[config.mk]
export PLATFORM = sky130hd
export DESIGN_NAME = ordered_list_engine_unit
export DESIGN_NICKNAME = d
export VERILOG_FILES = /design/src/design/ole_pkg.sv /design/src/design/ordered_list_engine_unit.sv
export SDC_FILE = /design/constraint.sdc
export NUM_CORES = 1
export LEC_CHECK = 0
export ABC_AREA = 0
export BUFFER_PORTS_ARGS = -buffer_cell sky130_fd_sc_hd__buf_2
export CAP_MARGIN = 20
export CORE_MARGIN = 3
export CORE_UTILIZATION = 53
export CTS_BUF_LIST = sky130_fd_sc_hd__clkbuf_16
export DETAILED_ROUTE_END_ITERATION = 16
export PLACE_DENSITY_LB_ADDON = 0.15
export SYNTH_ARGS = -nofsm -noshare
export SYNTH_HDL_FRONTEND = slang
export SYNTH_SLANG_ARGS = --single-unit
[constraint.sdc]
create_clock -name clk -period 5.3 [get_ports clk]
set_clock_uncertainty 0.2 [all_clocks]
set_input_delay 1.325 -clock clk [delete_from_list [all_inputs] [get_ports clk]]
set_output_delay 1.325 -clock clk [all_outputs]
set_load 0.02 [all_outputs]
[src/design/ole_pkg.sv]
// ----------------------------------------------------------------------------
// ole_pkg
// Shared types and codes for the ordered list engine: request and response
// words, operation and status codes.
// ----------------------------------------------------------------------------
package ole_pkg;

  localparam int POS_W = 5;
  localparam int FND_W = 4;
  localparam int LEN_W = 5;
  localparam int VAL_W = 32;

  typedef enum logic [1:0] {
    OP_PUSH_FRONT = 2'd0,
    OP_PUSH_BACK  = 2'd1,
    OP_REMOVE_AT  = 2'd2,
    OP_FIND       = 2'd3
  } op_e;

  typedef enum logic [1:0] {
    ST_OK   = 2'd0,
    ST_MISS = 2'd1,
    ST_FULL = 2'd2
  } status_e;

  typedef logic [POS_W-1:0] pos_t;
  typedef logic [FND_W-1:0] fnd_t;
  typedef logic [LEN_W-1:0] len_t;

  typedef struct packed {
    op_e                     op;
    logic signed [VAL_W-1:0] value;
    pos_t                    position;
  } req_t;

  typedef struct packed {
    status_e status;
    fnd_t    found_at;
    len_t    length;
  } rsp_t;

endpackage

[src/design/ordered_list_engine_unit.sv]
// ----------------------------------------------------------------------------
// ordered_list_engine_unit
// Ordered list of up to CAPACITY signed 32-bit values held in one
// synchronous memory, with push front, push back, remove at and find.
//
// Request words enter on req (req_valid/req_ready), one response word per
// request leaves on rsp (rsp_valid/rsp_ready). One request is worked on at a
// time; req_ready is high whenever the engine is idle, also while a response
// still waits in the output register. With start index p, push back and any
// rejected request go straight to the response; push front shifts every entry
// up by one from the top and then writes the new value at index 0; remove at
// shifts the entries above p down by one; find searches upward from p and
// stops at the first match. req_ready rises together with rsp_valid, as the
// response loads. Shifts and searches use the memory's single read port and
// move one entry per cycle, pipelined across its registered read. Reset empties
// the list; memory contents are not cleared and are only read below the entry
// count. A stalled receiver holds the response; the engine then takes one
// more request and finishes it into its result registers, and waits there
// until the output register frees.
// ----------------------------------------------------------------------------
module ordered_list_engine_unit
  import ole_pkg::*;
#(
  parameter int CAPACITY = 16
) (
  input  logic clk,
  input  logic rst,
  input  logic req_valid,
  output logic req_ready,
  input  req_t req,
  output logic rsp_valid,
  input  logic rsp_ready,
  output rsp_t rsp
);

  localparam int CNT_W = $clog2(CAPACITY + 1);
  localparam int AW    = (CAPACITY > 1) ? $clog2(CAPACITY) : 1;
  localparam int CMP_W = (CNT_W > POS_W) ? CNT_W : POS_W;

  typedef enum logic [1:0] {S_IDLE, S_WALK, S_PUT, S_DONE} state_t;

  state_t             state;
  op_e                op_r;
  logic [VAL_W-1:0]   val_r;
  logic [AW-1:0]      idx;
  logic [CNT_W-1:0]   left;
  logic               pend;
  logic [AW-1:0]      pend_idx;
  logic [CNT_W-1:0]   cnt;
  status_e            st_r;
  fnd_t               fnd_r;

  logic [VAL_W-1:0]   mem [CAPACITY];
  logic [VAL_W-1:0]   rdata;

  logic               we;
  logic [AW-1:0]      waddr;
  logic [VAL_W-1:0]   wdata;
  logic               re;
  logic               full;
  logic               pos_ok;
  logic [CNT_W-1:0]   pos_c;
  logic               matched;

  assign req_ready = (state == S_IDLE);
  assign full      = (cnt == CNT_W'(CAPACITY));
  assign pos_ok    = CMP_W'(req.position) < CMP_W'(cnt);
  assign pos_c     = CNT_W'(req.position);
  assign re        = (state == S_WALK) && (left != '0);
  assign matched   = (state == S_WALK) && pend && (op_r == OP_FIND) && (rdata == val_r);

  always_comb begin
    we    = 1'b0;
    waddr = '0;
    wdata = rdata;
    unique case (state)
      S_IDLE: begin
        if (req_valid && req.op == OP_PUSH_BACK && !full) begin
          we    = 1'b1;
          waddr = AW'(cnt);
          wdata = req.value;
        end
      end
      S_WALK: begin
        if (pend && op_r != OP_FIND) begin
          we    = 1'b1;
          waddr = (op_r == OP_PUSH_FRONT) ? pend_idx + 1'b1 : pend_idx - 1'b1;
        end
      end
      S_PUT: begin
        we    = 1'b1;
        wdata = val_r;
      end
      default: ;
    endcase
  end

  always_ff @(posedge clk) begin
    if (we) begin
      mem[waddr] <= wdata;
    end
    if (re) begin
      rdata <= mem[idx];
    end
  end

  always_ff @(posedge clk) begin
    if (rst) begin
      state     <= S_IDLE;
      cnt       <= '0;
      left      <= '0;
      pend      <= 1'b0;
      rsp_valid <= 1'b0;
    end else begin
      if (rsp_valid && rsp_ready && state != S_DONE) begin
        rsp_valid <= 1'b0;
      end
      unique case (state)
        S_IDLE: begin
          if (req_valid) begin
            op_r  <= req.op;
            val_r <= req.value;
            fnd_r <= '0;
            st_r  <= ST_OK;
            pend  <= 1'b0;
            state <= S_DONE;
            unique case (req.op)
              OP_PUSH_FRONT: begin
                if (full) begin
                  st_r <= ST_FULL;
                end else begin
                  left  <= cnt;
                  idx   <= AW'(cnt - 1'b1);
                  state <= S_WALK;
                end
              end
              OP_PUSH_BACK: begin
                if (full) begin
                  st_r <= ST_FULL;
                end else begin
                  cnt <= cnt + 1'b1;
                end
              end
              OP_REMOVE_AT: begin
                if (!pos_ok) begin
                  st_r <= ST_MISS;
                end else begin
                  left  <= cnt - pos_c - 1'b1;
                  idx   <= AW'(pos_c + 1'b1);
                  state <= S_WALK;
                end
              end
              OP_FIND: begin
                if (!pos_ok) begin
                  st_r <= ST_MISS;
                end else begin
                  left  <= cnt - pos_c;
                  idx   <= AW'(pos_c);
                  state <= S_WALK;
                end
              end
            endcase
          end
        end
        S_WALK: begin
          if (matched) begin
            fnd_r <= fnd_t'(pend_idx);
            pend  <= 1'b0;
            left  <= '0;
            state <= S_DONE;
          end else if (left != '0) begin
            idx      <= (op_r == OP_PUSH_FRONT) ? idx - 1'b1 : idx + 1'b1;
            left     <= left - 1'b1;
            pend     <= 1'b1;
            pend_idx <= idx;
          end else if (pend) begin
            pend <= 1'b0;
          end else begin
            unique case (op_r)
              OP_PUSH_FRONT: state <= S_PUT;
              OP_REMOVE_AT: begin
                cnt   <= cnt - 1'b1;
                state <= S_DONE;
              end
              OP_FIND: begin
                st_r  <= ST_MISS;
                state <= S_DONE;
              end
              default: state <= S_DONE;
            endcase
          end
        end
        S_PUT: begin
          cnt   <= cnt + 1'b1;
          state <= S_DONE;
        end
        S_DONE: begin
          if (!rsp_valid || rsp_ready) begin
            rsp_valid    <= 1'b1;
            rsp.status   <= st_r;
            rsp.found_at <= fnd_r;
            rsp.length   <= len_t'(cnt);
            state        <= S_IDLE;
          end
        end
        default: state <= S_IDLE;
      endcase
    end
  end

  a_cnt_bound: assert property (@(posedge clk) disable iff (rst)
    cnt <= CNT_W'(CAPACITY))
    else $error("entry count past capacity");

  a_full_len: assert property (@(posedge clk) disable iff (rst)
    rsp_valid && rsp.status == ST_FULL |-> rsp.length == len_t'(CAPACITY))
    else $error("full response with list not at capacity");

  a_miss_zero: assert property (@(posedge clk) disable iff (rst)
    rsp_valid && rsp.status != ST_OK |-> rsp.found_at == '0)
    else $error("found_at set on a failed request");

  a_find_nowrite: assert property (@(posedge clk) disable iff (rst)
    state == S_WALK && op_r == OP_FIND |-> !we)
    else $error("memory write during find");

endmodule

### Yosys cells after proc, flatten, opt, wreduce, memory -nomap -nowiden

Memory sizes are Yosys's and may differ from the RTL's. A register that Yosys moved wholly into a read port is not among the register bits.
Index checks and enable logic that the tools add are counted.

| storage, ports and cells | value |
|---|---|
| bits in registers | 73 |
| bits in writable memories | 512 |
| bits of input ports | 43 |
| output and inout port bits | 13 |
| word-level logic and storage cells | 153 |
| memories | 1 |

Memory list:

| name | depth | width | read ports | clocked after memory_dff | write ports | RTL line | text |
|---|---|---|---|---|---|---|---|
| mem | 16 | 32 | 1 | 1 | 1 | ordered_list_engine_unit.sv:53 | `logic [VAL_W-1:0] mem [CAPACITY];` |

| operators by class | value |
|---|---|
| add/subtract/negate cells | 10 |
| order comparisons | 1 |
| eq/ne operators | 30 |
| mux-type cells | 65 |
| bitwise gates (word level) | 2 |
| reduce and logical (&&, ||, !) cells | 30 |

Operators with widths:

| cell | count |
|---|---|
| 5-bit 2-to-1 mux | 13 |
| 32-bit one-hot mux with 2 select lines | 1 |
| 4-bit 2-to-1 mux | 12 |
| 32-bit equality test | 1 |
| 32-bit 2-to-1 mux | 1 |
| 5-bit one-hot mux with 3 select lines | 2 |
| 2-bit 2-to-1 mux | 13 |
| 4-bit one-hot mux with 2 select lines | 3 |
| 2-bit != test, second input constant | 9 |
| 3-bit != test, second input constant | 5 |
| 5-bit by 1-bit subtractor with 5-bit output, second input constant | 3 |
| 7-bit AND reduction | 2 |
| 4-bit by 1-bit adder with 4-bit output, second input constant | 3 |
| 2-bit equality test, second input constant | 6 |
| 1-bit 2-to-1 mux | 12 |
| 2-bit one-hot mux with 2 select lines | 3 |
| 4-bit one-hot mux with 3 select lines | 1 |
| 4-bit AND reduction | 3 |
| 5-bit one-hot mux with 2 select lines | 1 |
| 1-bit logical AND | 9 |
| 9-bit AND reduction | 1 |
| 2-bit by 1-bit != test with 1-bit output, second input constant | 4 |
| 2-bit one-hot mux with 4 select lines | 1 |
| 8-bit AND reduction | 1 |
| 20 further kinds | 28 |

### Depth between registers and ports, before layout

Gate-level depths: netlist (run 1).

| logic depth | value |
|---|---|
| word-level depth | 7 |
| gate-level depth with buffers | 11 |

### Least setup slack after synthesis (run 1)

Ideal clock, no wire load.

| timing path | value |
|---|---|
| path kind | in2reg |
| start | input req[38] (netlist name) |
| end | memory mem[3][0], enable pin |
| arrival | 4018 ps |
| setup slack | 661 ps |
| stages | 7 |
| buffers on the path | 2 |
| cells stage by stage | clkbuf_1 > nor4b_1 > clkbuf_1 > nand2_1 > o21ai_0 > nand2_1 > nor2_1 |

| on the way | value |
|---|---|
| cells in the longest elaborated chain, start to end | 7 |

Ends and longest elaborated chain:

| element | RTL line | text |
|---|---|---|
| start: declaration | ordered_list_engine_unit.sv:30 | `input req_t req,` |
| 2-bit by 1-bit equality test with 1-bit output * | ordered_list_engine_unit.sv:78 | `if (req_valid && req.op == OP_PUSH_BACK && !full) begin` |
| 1-bit logical AND * (2 in series) | ordered_list_engine_unit.sv:78 |  |
| 1-bit 2-to-1 mux | ordered_list_engine_unit.sv:78 |  |
| 1-bit one-hot mux with 3 select lines | ordered_list_engine_unit.sv:76 | `unique case (state)` |
| 1-bit 2-to-1 mux | ordered_list_engine_unit.sv:99 | `if (we) begin` |
| 1-bit 2-to-1 mux (not written as such) | ordered_list_engine_unit.sv:100 | `mem[waddr] <= wdata;` |
| end: declaration | ordered_list_engine_unit.sv:53 |  |

Every way passes the cells marked *; elsewhere a longest branch is shown, timed or not.

### Worst setup path after layout (run 1)

| timing path | value |
|---|---|
| start | register cnt[1] |
| end | memory mem[4][10], enable pin |

| on the way | value |
|---|---|
| cells in the longest elaborated chain, start to end | 7 |

Ends and longest elaborated chain:

| element | RTL line | text |
|---|---|---|
| start: declaration | ordered_list_engine_unit.sv:49 | `logic [CNT_W-1:0] cnt;` |
| start signal: assignment | ordered_list_engine_unit.sv:141 | `cnt <= cnt + 1'b1;` |
| start signal: assignment | ordered_list_engine_unit.sv:182 | `cnt <= cnt - 1'b1;` |
| start signal: assignment | ordered_list_engine_unit.sv:194 | `cnt <= cnt + 1'b1;` |
| 5-bit equality test | ordered_list_engine_unit.sv:66 | `assign full = (cnt == CNT_W'(CAPACITY));` |
| 1-bit logical NOT | ordered_list_engine_unit.sv:78 |  |
| 1-bit logical AND | ordered_list_engine_unit.sv:78 |  |
| 1-bit 2-to-1 mux | ordered_list_engine_unit.sv:78 |  |
| 1-bit one-hot mux with 3 select lines | ordered_list_engine_unit.sv:76 |  |
| 1-bit 2-to-1 mux | ordered_list_engine_unit.sv:99 |  |
| 1-bit 2-to-1 mux (not written as such) | ordered_list_engine_unit.sv:100 |  |

Several ways; a longest one is shown, not always the timed one.

==> results by group, run 1 <==
Critical path
  – CP startpoint kind: flop
  – Crit path DAT: about 4.4 ns
  – Crit path kind: reg2reg
  – CP peak stage delay: 0.65 ns
  – Crit path capture type: flop
  – Crit path from: cnt[1]
  – Crit-path slowest cell: nor2_4
  – CP required: ~5.4 ns
  – Crit path cell chain: inv_1 > ha_1 > nor4bb_1 > nor4b_2 > buf_4 > nor3_1 > nor3b_1 > nand2_1 > nor2_4 > buf_12
  – CP Max Fanout: 24
  – R2r startpoint: cnt[1]

Timing
  – Final worst path period need: roughly 4.3 ns
  – Worst-margin pin slew: about 1.0 ns
  – Hold Vio Cnt, Final: 0
  – Slew headroom: 0.3030
  – Final setup violation count: 0
  – Slew Viols, Final: 0
  – Fin crit share: 0.8110
  – Fmax achieved: about 0.23 GHz
  – RSZ-0062 raised after global routing: no
  – Final setup TNS: 0 ns

Routing
  – Via count: 12,050
  – Vias per cell: slightly above 6
  – Routed Antenna Nets: 0
  – Pre-antenna DRT Iters: 5
  – WL/cell: between 20 and 30 um
  – Initial drt markers: between 1,000 and 1,500
  – DRT Wirelength: between 50,000 and 60,000 um
  – Drt drc: 0

Clocking
  – H-tree depth: 2
  – Post-CTS Hold Buffers: 0
  – Worst-Skew Late Latency: 0.62 ns
  – Clock tree buffer depth: 3
  – Cts repair resizes: 0
  – Clock sinks: around 600
  – Clock transition at path regs: 0.06 ns
  – Postcts setup bufs: 0
  – CTS Root Buffer Type: clkbuf_16
  – TritonCTS clock tree: built
  – Total CTS buffers: slightly above 60

GRT
  – Antenna violations before repair: 0
  – Total Routing Usage GR: 0.2286
  – Largest net degree at the start of global routing: between 90 and 100
  – Vias in the first global route: approximately 13,000
  – Grt ovf: 0
  – First-pass GRT wire length: around 83,000 um

Synthesis
  – Netlist Area Pre-Place: 24,780 um2
  – Synth top area cells: edfxtp_1 (73%), mux4_2 (15%), a222oi_1 (1.3%)
  – Main synth FF type: edfxtp_1
  – Synth area leader: edfxtp_1
  – Post-Syn Area per Cell: around 20 um2
  – Mapped Cells: about 1,200
  – Register area share after synthesis: 0.7421
  – Net count after synthesis: around 1,300
  – Synth top area share: 0.7308
  – Yosys reg bits: ~600
  – Ys async rst share: 0
  – EDFF count, synth: around 600
  – Synth cell types: 60
  – Synth Warn #: 0

Finish
  – Share of post-route cells with drive strength above 1: 0.2704
  – P&R area growth vs syn: 13.23%
  – Post-Layout Cell Count: between 1,500 and 2,000
  – Antenna cells: 0
  – Final nets: approximately 1,400
  – # fillers: between 3,000 and 4,000

Die
  – Placeable core area: between 40,000 and 50,000 um2
  – I/O pin cnt: 56
  – Die Span Y: 222.2 um
  – Die area: between 40,000 and 50,000 um2
  – Site row count: 78
  – Die width: 222.2 um
  – Initial Utilization: 0.5414

Power and ir drop
  – Peak supply drop: ~0.35 mV
  – LEAKAGE: 9.162 nW
  – Power Density: 464.3 nW/um2

Worst hold path
  – Worst Hold Class: reg2reg
  – Worst Hold Launch: fnd_r[2]

Job
  – Max_cap viols: 0

Place
  – Placer Congestion: about 0.78
  – Hpwl dp: 31,690 um
  – Post-Place Cells: between 1,500 and 2,000
  – Port Buffers: 55

Outcome
  – Outcome: completed
-- layout by cell type, fill, tap and decap left out, drive strengths merged, types with 9 or more instances in the layout --
cell type	Yosys	layout
a21oi	20	20
a222oi	32	32
buf	18	92
clkbuf	48	63
clkinv	0	34
dfxtp	14	14
edfxtp	603	603
ha	21	21
inv	56	67
mux4	160	160
nand2	29	29
nor2	41	41
nor3	11	11
nor4	9	9
o21ai	13	13
xnor2	19	19
xor2	33	33
-- where the power goes --
| part | switching [mW] | internal [mW] |
|---|---|---|
| logic | 1.66 | 0.869 |
| clock network | 1.77 | 2.33 |
| registers | 0.143 | 6.25 |
-- state kept, by name (all words and copies together), names as in the netlist, 2 cells and up --
signal	count
fnd_r	4
pend_idx	4
rdata	32
cnt	5
val_r	32
op_r	2
idx	4
state	2
mem	512
st_r	2
rsp	11
left	5
-- logic make-up after synthesis --
| family | share of synthesized area |
|---|---|
| adders and majority gates | 0.01303 |
| DFF | 0.7421 |
| buffers and inverters | 0.01868 |
| muxes | 0.1466 |
| xor gates and xnor gates | 0.01838 |
| AOI/OAI and AO/OA | 0.03429 |
| and+or+nand+nor | 0.02691 |
-- area by class of cell --
class	instances	area [um2]	share of cell area
sequential	617	18390	0.6554
multi-input combinational	478	6088	0.2170
clock buffer	63	1577	0.05619
tap	600	750.7	0.02676
timing repair buffer	92	710.7	0.02533
clock inverter	51	332.8	0.01186
inverter	56	210.2	0.007492
-- Yosys cell counts (3+ instances only) --
cell type	number
a211oi_1	7
a21o_1	3
a21oi_1	20
a222oi_1	32
a22oi_1	3
a31oi_1	3
and3_1	6
buf_1	14
buf_2	4
clkbuf_1	48
dfxtp_1	14
edfxtp_1	603
fa_1	3
ha_1	21
inv_1	56
mux2i_1	3
mux4_2	160
nand2_1	29
nand3_1	6
nand4_1	3
nor2_1	41
nor2b_1	7
nor3_1	11
nor3b_1	3
nor4_1	9
o211ai_1	3
o21ai_0	9
o21ai_1	3
o31ai_1	3
or4_1	3
xnor2_1	19
xor2_1	33
-- per-stage QoR --
stage	cell area [um2]	hold slack, ns	setup slack [ns]	total power, mW	utilization
CTS	28030	0.2191	0.9592	13.14	0.6124
floorplan	24780	0.2003	0.6611	8.156	-
global route	28060	0.2299	0.7462	13.60	0.6130
global placement	26120	0.2058	0.6610	8.965	0.5707
detailed placement	26120	0.2072	0.6235	9.041	0.5707
finish	28060	0.2157	1.002	13.03	0.6130
-- per-layer routing --
layer  vias to the layer above  GRT usage  wire length [um]
met5                         -          0                 0
li1                       5232          -                 -
met1                      6329     0.3327             23040
met4                         0    0.05573              1023
met2                       421     0.3639             26910
met3                        66    0.04532              3926
-- worst max-delay path, delay by kind of cell, from the launching register on --
| kind | cells | cell delay, ns |
|---|---|---|
| adders and majority gates | 1 | 0.22 |
| buffers and inverters | 3 | 0.91 |
| and+or+nand+nor | 6 | 1.99 |
| DFF | 1 | 0.63 |
-- final timing paths --
kind                endpoint  slack (ns)  cells past startpoint
setup / recovery  mem[4][10]        1.00                     10
setup reg to reg  mem[4][10]        1.00                     10
hold / removal        rsp[7]        0.22                      0
hold reg to reg       rsp[7]        0.22                      0
No activity file was read; power rests on OpenSTA's default activity.
==> inputs of run 2 (changes only) <==
==> constraint.sdc (replaced) <==
create_clock -name clk -period 3.59 [get_ports clk]
set_clock_uncertainty 0.2 [all_clocks]
set_input_delay 0.8975 -clock clk [delete_from_list [all_inputs] [get_ports clk]]
set_output_delay 0.8975 -clock clk [all_outputs]
set_load 0.02 [all_outputs]
==> run 2 against run 1 <==
Sequential cell count is the same. Via count grew 3.6%. Count of clock-buffer cells in the layout shrank 2. Cell area grew 2.5%. Cell count grew 3.2%. Largest power group unchanged.
==> results by group, run 2 (synthesis gave the netlist of run 1 again) <==
Outcome
  – Outcome: completed

Clocking
  – Clock sinks: 617 (unchanged)
  – TritonCTS clock tree: built
  – Total CTS buffers: 61 (unchanged)
  – Cts repair resizes: 0 (unchanged)
  – Postcts setup bufs: 0 (unchanged)
  – Clock tree buffer depth: 3 (unchanged)
  – Worst-Skew Late Latency: 0.64 ns (+0.02 ns)
  – Clock transition at path regs: 0.07 ns (about the same)
  – CTS Root Buffer Type: clkbuf_16
  – H-tree depth: 2 (unchanged)
  – Post-CTS Hold Buffers: 0 (unchanged)

Power and ir drop
  – LEAKAGE: 9.562 nW (+4.4%)
  – Peak supply drop: 0.4685 mV (+36%)
  – Total power: 19.70 mW (+51%)
  – Power Density: 684.8 nW/um2 (+47%)

GRT
  – Grt ovf: 0 (unchanged)
  – Antenna violations before repair: 0 (unchanged)
  – Total Routing Usage GR: 0.2345 (+0.005899)
  – First-pass GRT wire length: 84,630 um (+1.5%)
  – Vias in the first global route: 12,780 (+1.1%)
  – Largest net degree at the start of global routing: 76 (-19%)

Critical path
  – Crit path DAT: 3.34 ns (-1.07 ns)
  – Crit path kind: reg2reg
  – Crit path capture type: flop
  – CP Max Fanout: 7 (-71%)
  – CP required: 3.70 ns (-1.71 ns)
  – CP startpoint kind: flop

Finish
  – Area of the multi-input gates: 6088 um2 (unchanged)
  – P&R area growth vs syn: 16.10%
  – Top flop regs: mem x512, rdata x32, val_r x32
  – Max FFs per register: 512 (unchanged)
  – Share of post-route cells with drive strength above 1: 0.2972 (+0.02673)
  – Commonest non-fill, non-tap cell in the layout: edfxtp_1
  – Reg area: 18,390 um2 (unchanged)
  – Largest Register: mem
  – Final nets: 1,435 (+4.5%)
  – Most frequent cells in the layout: edfxtp_1 (603), mux4_2 (160), inv_1 (75)
  – # fillers: 3,161 (-0.69%)
  – Antenna cells: 0 (unchanged)

Routing
  – Vias per cell: 6.177 (+0.34%)
  – Routed Antenna Nets: 0 (unchanged)
  – Via count: 12,480 (+3.6%)
  – Drt drc: 0 (unchanged)
  – DRT Wirelength: 56,870 um (+3.6%)
  – Initial drt markers: 1,293 (-0.39%)
  – Pre-antenna DRT Iters: 9 (+4)
  – WL/cell: 28.15 um (+0.35%)

Die
  – Die width: 222.2 um (unchanged)
  – I/O pin cnt: 56 (unchanged)
  – Die area: 49,380 um2 (unchanged)
  – Initial Utilization: 0.5414 (unchanged)
  – Die Span Y: 222.2 um (unchanged)
  – Placeable core area: 45,770 um2 (unchanged)
  – Site row count: 78 (unchanged)

Timing
  – Worst-case hold slack: 0.2135 ns (-0.002253 ns)
  – Slew headroom: 0.3971 (+0.09409)
  – Hold Vio Cnt, Final: 0 (unchanged)
  – Fmax achieved: 0.3098 GHz (+33%)
  – Final worst path period need: 3.228 ns (-1.071 ns)
  – Fin crit share: 0.8991 (+0.08808)
  – Worst-margin pin slew: 0.9044 ns (-0.1387 ns)
  – RSZ-0062 raised after global routing: no
  – Slew Viols, Final: 0 (unchanged)
  – Final setup violation count: 0 (unchanged)

Worst hold path
  – Worst Hold Class: reg2reg

Job
  – Max_cap viols: 0 (unchanged)

Place
  – Placer Congestion: 0.8014 (+3.2%)
  – Hpwl dp: 31,610 um (-0.25%)
  – Port Buffers: 55 (unchanged)
-- run 2: layout make-up --
type / count / area share
well taps: 600 / 0.02610
inverters: 56 / 0.007307
repair buffers: 154 / 0.04715
clock buffers: 61 / 0.05306
flip-flops and latches: 617 / 0.6392
clock inverters: 54 / 0.01557
multi-input cells: 478 / 0.2116
-- run 2: final timing paths --
| kind | end | depth (start not counted) | startpoint | slack [ns] |
|---|---|---|---|---|
| worst min-delay path | rsp[10] | 0 | st_r[1] | 0.21 |
| worst max-delay path | mem[1][29] | 9 | op_r[1] | 0.36 |
| worst max register to register | mem[1][29] | 9 | op_r[1] | 0.36 |
| worst min register to register | rsp[10] | 0 | st_r[1] | 0.21 |
-- run 2: routing by layer --
metal	track usage	part of all wire	vias to the layer above
met5	0	0	-
met4	0.05759	0.022	0
met3	0.04320	0.075	78
met2	0.3808	0.49	469
met1	0.3362	0.41	6571
li1	-	-	5360
-- run 2: critical path, cell delays in order, from the launching register on --
cell	delay, ns
edfxtp_1	0.41
or2_2	0.38
ha_1	0.29
a21o_1	0.18
a21oi_1	0.18
xnor2_1	0.11
a22oi_1	0.20
nand2_1	0.30
nor2_4	0.40
buf_4	0.26
-- run 2: stage by stage --
stage,TNS (ns),cell area (um2),util,setup WS (ns),cells
floorplan,-35.35,24860,-,-0.2383,1217
detailed placement,0,26790,0.5854,0.1218,1905
global route,0,28770,0.6285,0.1613,2020
finish,0,28770,0.6285,0.3623,2020
CTS,0,28770,0.6285,0.3590,2020
global placement,0,26790,0.5854,0.1952,1905
-- run 2: power by group --
group | switching (mW) | total [mW] | leakage, nW | internal [mW]
clock network | 2.67 | 6.25 | 1.02 | 3.58
logic | 2.45 | 4.05 | 2.98 | 1.60
registers | 0.201 | 9.40 | 5.56 | 9.20
==> inputs of run 3 (changes only) <==
--- a/config.mk
+++ b/config.mk
@@ -9,7 +9,7 @@
 export BUFFER_PORTS_ARGS = -buffer_cell sky130_fd_sc_hd__buf_2
 export CAP_MARGIN = 20
 export CORE_MARGIN = 3
-export CORE_UTILIZATION = 53
+export CORE_UTILIZATION = 40
 export CTS_BUF_LIST = sky130_fd_sc_hd__clkbuf_16
 export DETAILED_ROUTE_END_ITERATION = 16
 export PLACE_DENSITY_LB_ADDON = 0.15
==> run 3 against run 2 <==
Non-clock buffer count fell by 28. Via count fell by 2.3%. First-iteration DRC count fell by 5.3%. Total power rose by 0.70%. Cell count rose by 8.0%. Sequential cell count did not move. Sequential share of layout area fell by 0.30 points. Wire length rose by 4.7%. Fmax fell by 4.9%. Utilization fell by 15 points. Global-route usage fell by 4.5 points.
==> results by group, run 3 (synthesis gave the netlist of run 1 again) <==
Critical path
  – R2r startpoint: cnt[1]
  – R2r setup slk: 0.20 ns (-0.17 ns)
  – Crit path from: cnt[1]
  – Top cell by count, worst path: buf_4
  – Crit path DAT: 3.45 ns (+0.11 ns)
  – CP required: 3.65 ns (-0.05 ns)
  – R2R cell count: 10 (+1)
  – Reg-to-reg endpoint: mem[8][24]
  – Crit path capture type: flop
  – CP peak stage delay: 0.48 ns (+0.07 ns)
  – Critical Path End: mem[8][24]
  – CP Max Fanout: 15 (+8)
  – Crit path cell chain: inv_1 > ha_1 > nor4bb_1 > nor4b_2 > buf_4 > a22oi_1 > nor3b_1 > nand2_1 > nor2_4 > buf_4
  – Crit path kind: reg2reg
  – CP startpoint kind: flop
  – Crit-path slowest cell: nor4bb_1

Place
  – Port Buffers: 55 (unchanged)
  – Hpwl dp: 34,620 um (+9.5%)
  – Placer Congestion: 0.7769 (-3.1%)
  – DP Worst Slack: 0.1903 ns (+0.06846 ns)

Finish
  – Commonest non-fill, non-tap cell in the layout: edfxtp_1
  – Share of post-route cells with drive strength above 1: 0.2938 (-0.003402)
  – P&R area growth vs syn: 16.64%
  – Largest Register: mem
  – Max FFs per register: 512 (unchanged)
  – Most frequent cells in the layout: edfxtp_1 (603), mux4_2 (160), clkbuf_16 (70)
  – Antenna cells: 0 (unchanged)
  – Final nets: 1,414 (-1.5%)
  – Top flop regs: mem x512, rdata x32, val_r x32

GRT
  – First-pass GRT wire length: 88,400 um (+4.5%)
  – Largest net degree at the start of global routing: 47 (-38%)
  – Total Routing Usage GR: 0.1897 (-0.04475)
  – Antenna violations before repair: 0 (unchanged)
  – Grt ovf: 0 (unchanged)
  – Vias in the first global route: 12,690 (-0.70%)

Clocking
  – Clock tree buffer depth: 3 (unchanged)
  – Total CTS buffers: 68 (+11%)
  – TritonCTS clock tree: built
  – Worst-Skew Late Latency: 0.59 ns (-0.05 ns)
  – Clock transition at path regs: 0.05 ns (-0.02 ns)
  – CTS Root Buffer Type: clkbuf_16
  – H-tree depth: 3 (+1)
  – Postcts setup bufs: 0 (unchanged)
  – Cts repair resizes: 0 (unchanged)
  – Post-CTS Hold Buffers: 0 (unchanged)
  – Clock sinks: 617 (unchanged)

Die
  – Site row count: 90 (+15%)
  – Die Span Y: 254.9 um (+15%)
  – I/O pin cnt: 56 (unchanged)
  – Initial Utilization: 0.4075 (-0.1339)
  – Die width: 254.9 um (+15%)
  – Placeable core area: 60,810 um2 (+33%)
  – Die area: 64,970 um2 (+32%)

Routing
  – Top Metal Used: met4
  – DRT met1 WL: 26,350 um (+13%)
  – Via count: 12,200 (-2.3%)
  – Vias per cell: 5.592 (-9.5%)
  – WL/cell: 27.30 um (-3.0%)
  – Initial drt markers: 1,224 (-5.3%)
  – Routed Antenna Nets: 0 (unchanged)
  – Metal3 WL: 3009 um (-29%)
  – Drt drc: 0 (unchanged)
  – DRT Wirelength: 59,550 um (+4.7%)
  – Pre-antenna DRT Iters: 5 (-4)
  – Met2 wire length: 29,080 um (+3.8%)

Power and ir drop
  – Total power: 19.84 mW (+0.70%)
  – LEAKAGE: 9.487 nW (-0.78%)
  – Power Density: 686.4 nW/um2 (+0.23%)
  – Peak supply drop: 0.3603 mV (-23%)

Timing
  – Hold Vio Cnt, Final: 0 (unchanged)
  – Final worst path period need: 3.394 ns (+0.1658 ns)
  – Final setup margin: 0.1964 ns (-0.1658 ns)
  – Final setup violation count: 0 (unchanged)
  – RSZ-0062 raised after global routing: no
  – Fmax achieved: 0.2947 GHz (-4.9%)
  – Slew headroom: 0.2986 (-0.09848)
  – Worst-case hold slack: 0.2239 ns (+0.01043 ns)
  – Worst-margin pin slew: 1.042 ns (+0.1381 ns)
  – Fin crit share: 0.9453 (+0.04619)
  – Slew Viols, Final: 0 (unchanged)
  – Final setup TNS: 0 ns (unchanged)

Worst hold path
  – Worst Hold Class: reg2reg

Outcome
  – Outcome: completed

Job
  – Max_cap viols: 0 (unchanged)
==> run 3: worst min path at each step <==
| stage | slack (ns) | depth (start not counted) | end | startpoint |
|---|---|---|---|---|
| after floorplan | 0.20 | 0 | rsp[10] | st_r[1] |
| after global placement | 0.21 | 0 | rsp[10] | st_r[1] |
| after detailed placement | 0.22 | 0 | rsp[10] | st_r[1] |
| after CTS | 0.23 | 0 | rsp[10] | st_r[1] |
| after global routing | 0.24 | 0 | rsp[10] | st_r[1] |
| final | 0.22 | 0 | rsp[10] | st_r[1] |
==> run 3: final cells by class <==
type / instances / area, um2
clock inverters: 52 / 351.6
clock buffers: 70 / 1752
flip-flops and latches: 617 / 18390
repair buffers: 126 / 1134
multi-input cells: 478 / 6088
inverters: 56 / 210.2
well taps: 782 / 978.4
fillers: 5057 / 31910
==> run 3: through the flow <==
step                area (um2)  utilization  instances
finish                   28900       0.4753       2181
global route             28900       0.4753       2181
CTS                      28900       0.4753       2181
detailed placement       26800       0.4407       2059
global placement         26800       0.4407       2059
floorplan                24860            -       1217
==> run 3: per-layer routing <==
| metal | global-route usage | up-vias |
|---|---|---|
| met1 | 0.2751 | 6454 |
| li1 | - | 5321 |
| met5 | 0 | - |
| met3 | 0.02825 | 71 |
| met4 | 0.05213 | 0 |
| met2 | 0.3035 | 350 |
==> run 3: report_power, final <==
group | internal [mW] | switching (mW) | total (mW)
logic | 1.39 | 2.49 | 3.88
registers | 9.22 | 0.188 | 9.41
clock network | 3.76 | 2.78 | 6.55
total | 14.4 | 5.46 | 19.8
==> run 3: critical path: cells and delay by family (launching register included) <==
family                     cells  cell delay, ns
adders and majority gates      1            0.17
DFF                            1            0.30
buffers and inverters          3            0.66
and+or+nand+nor                5            1.47
AOI/OAI and AO/OA              1            0.25
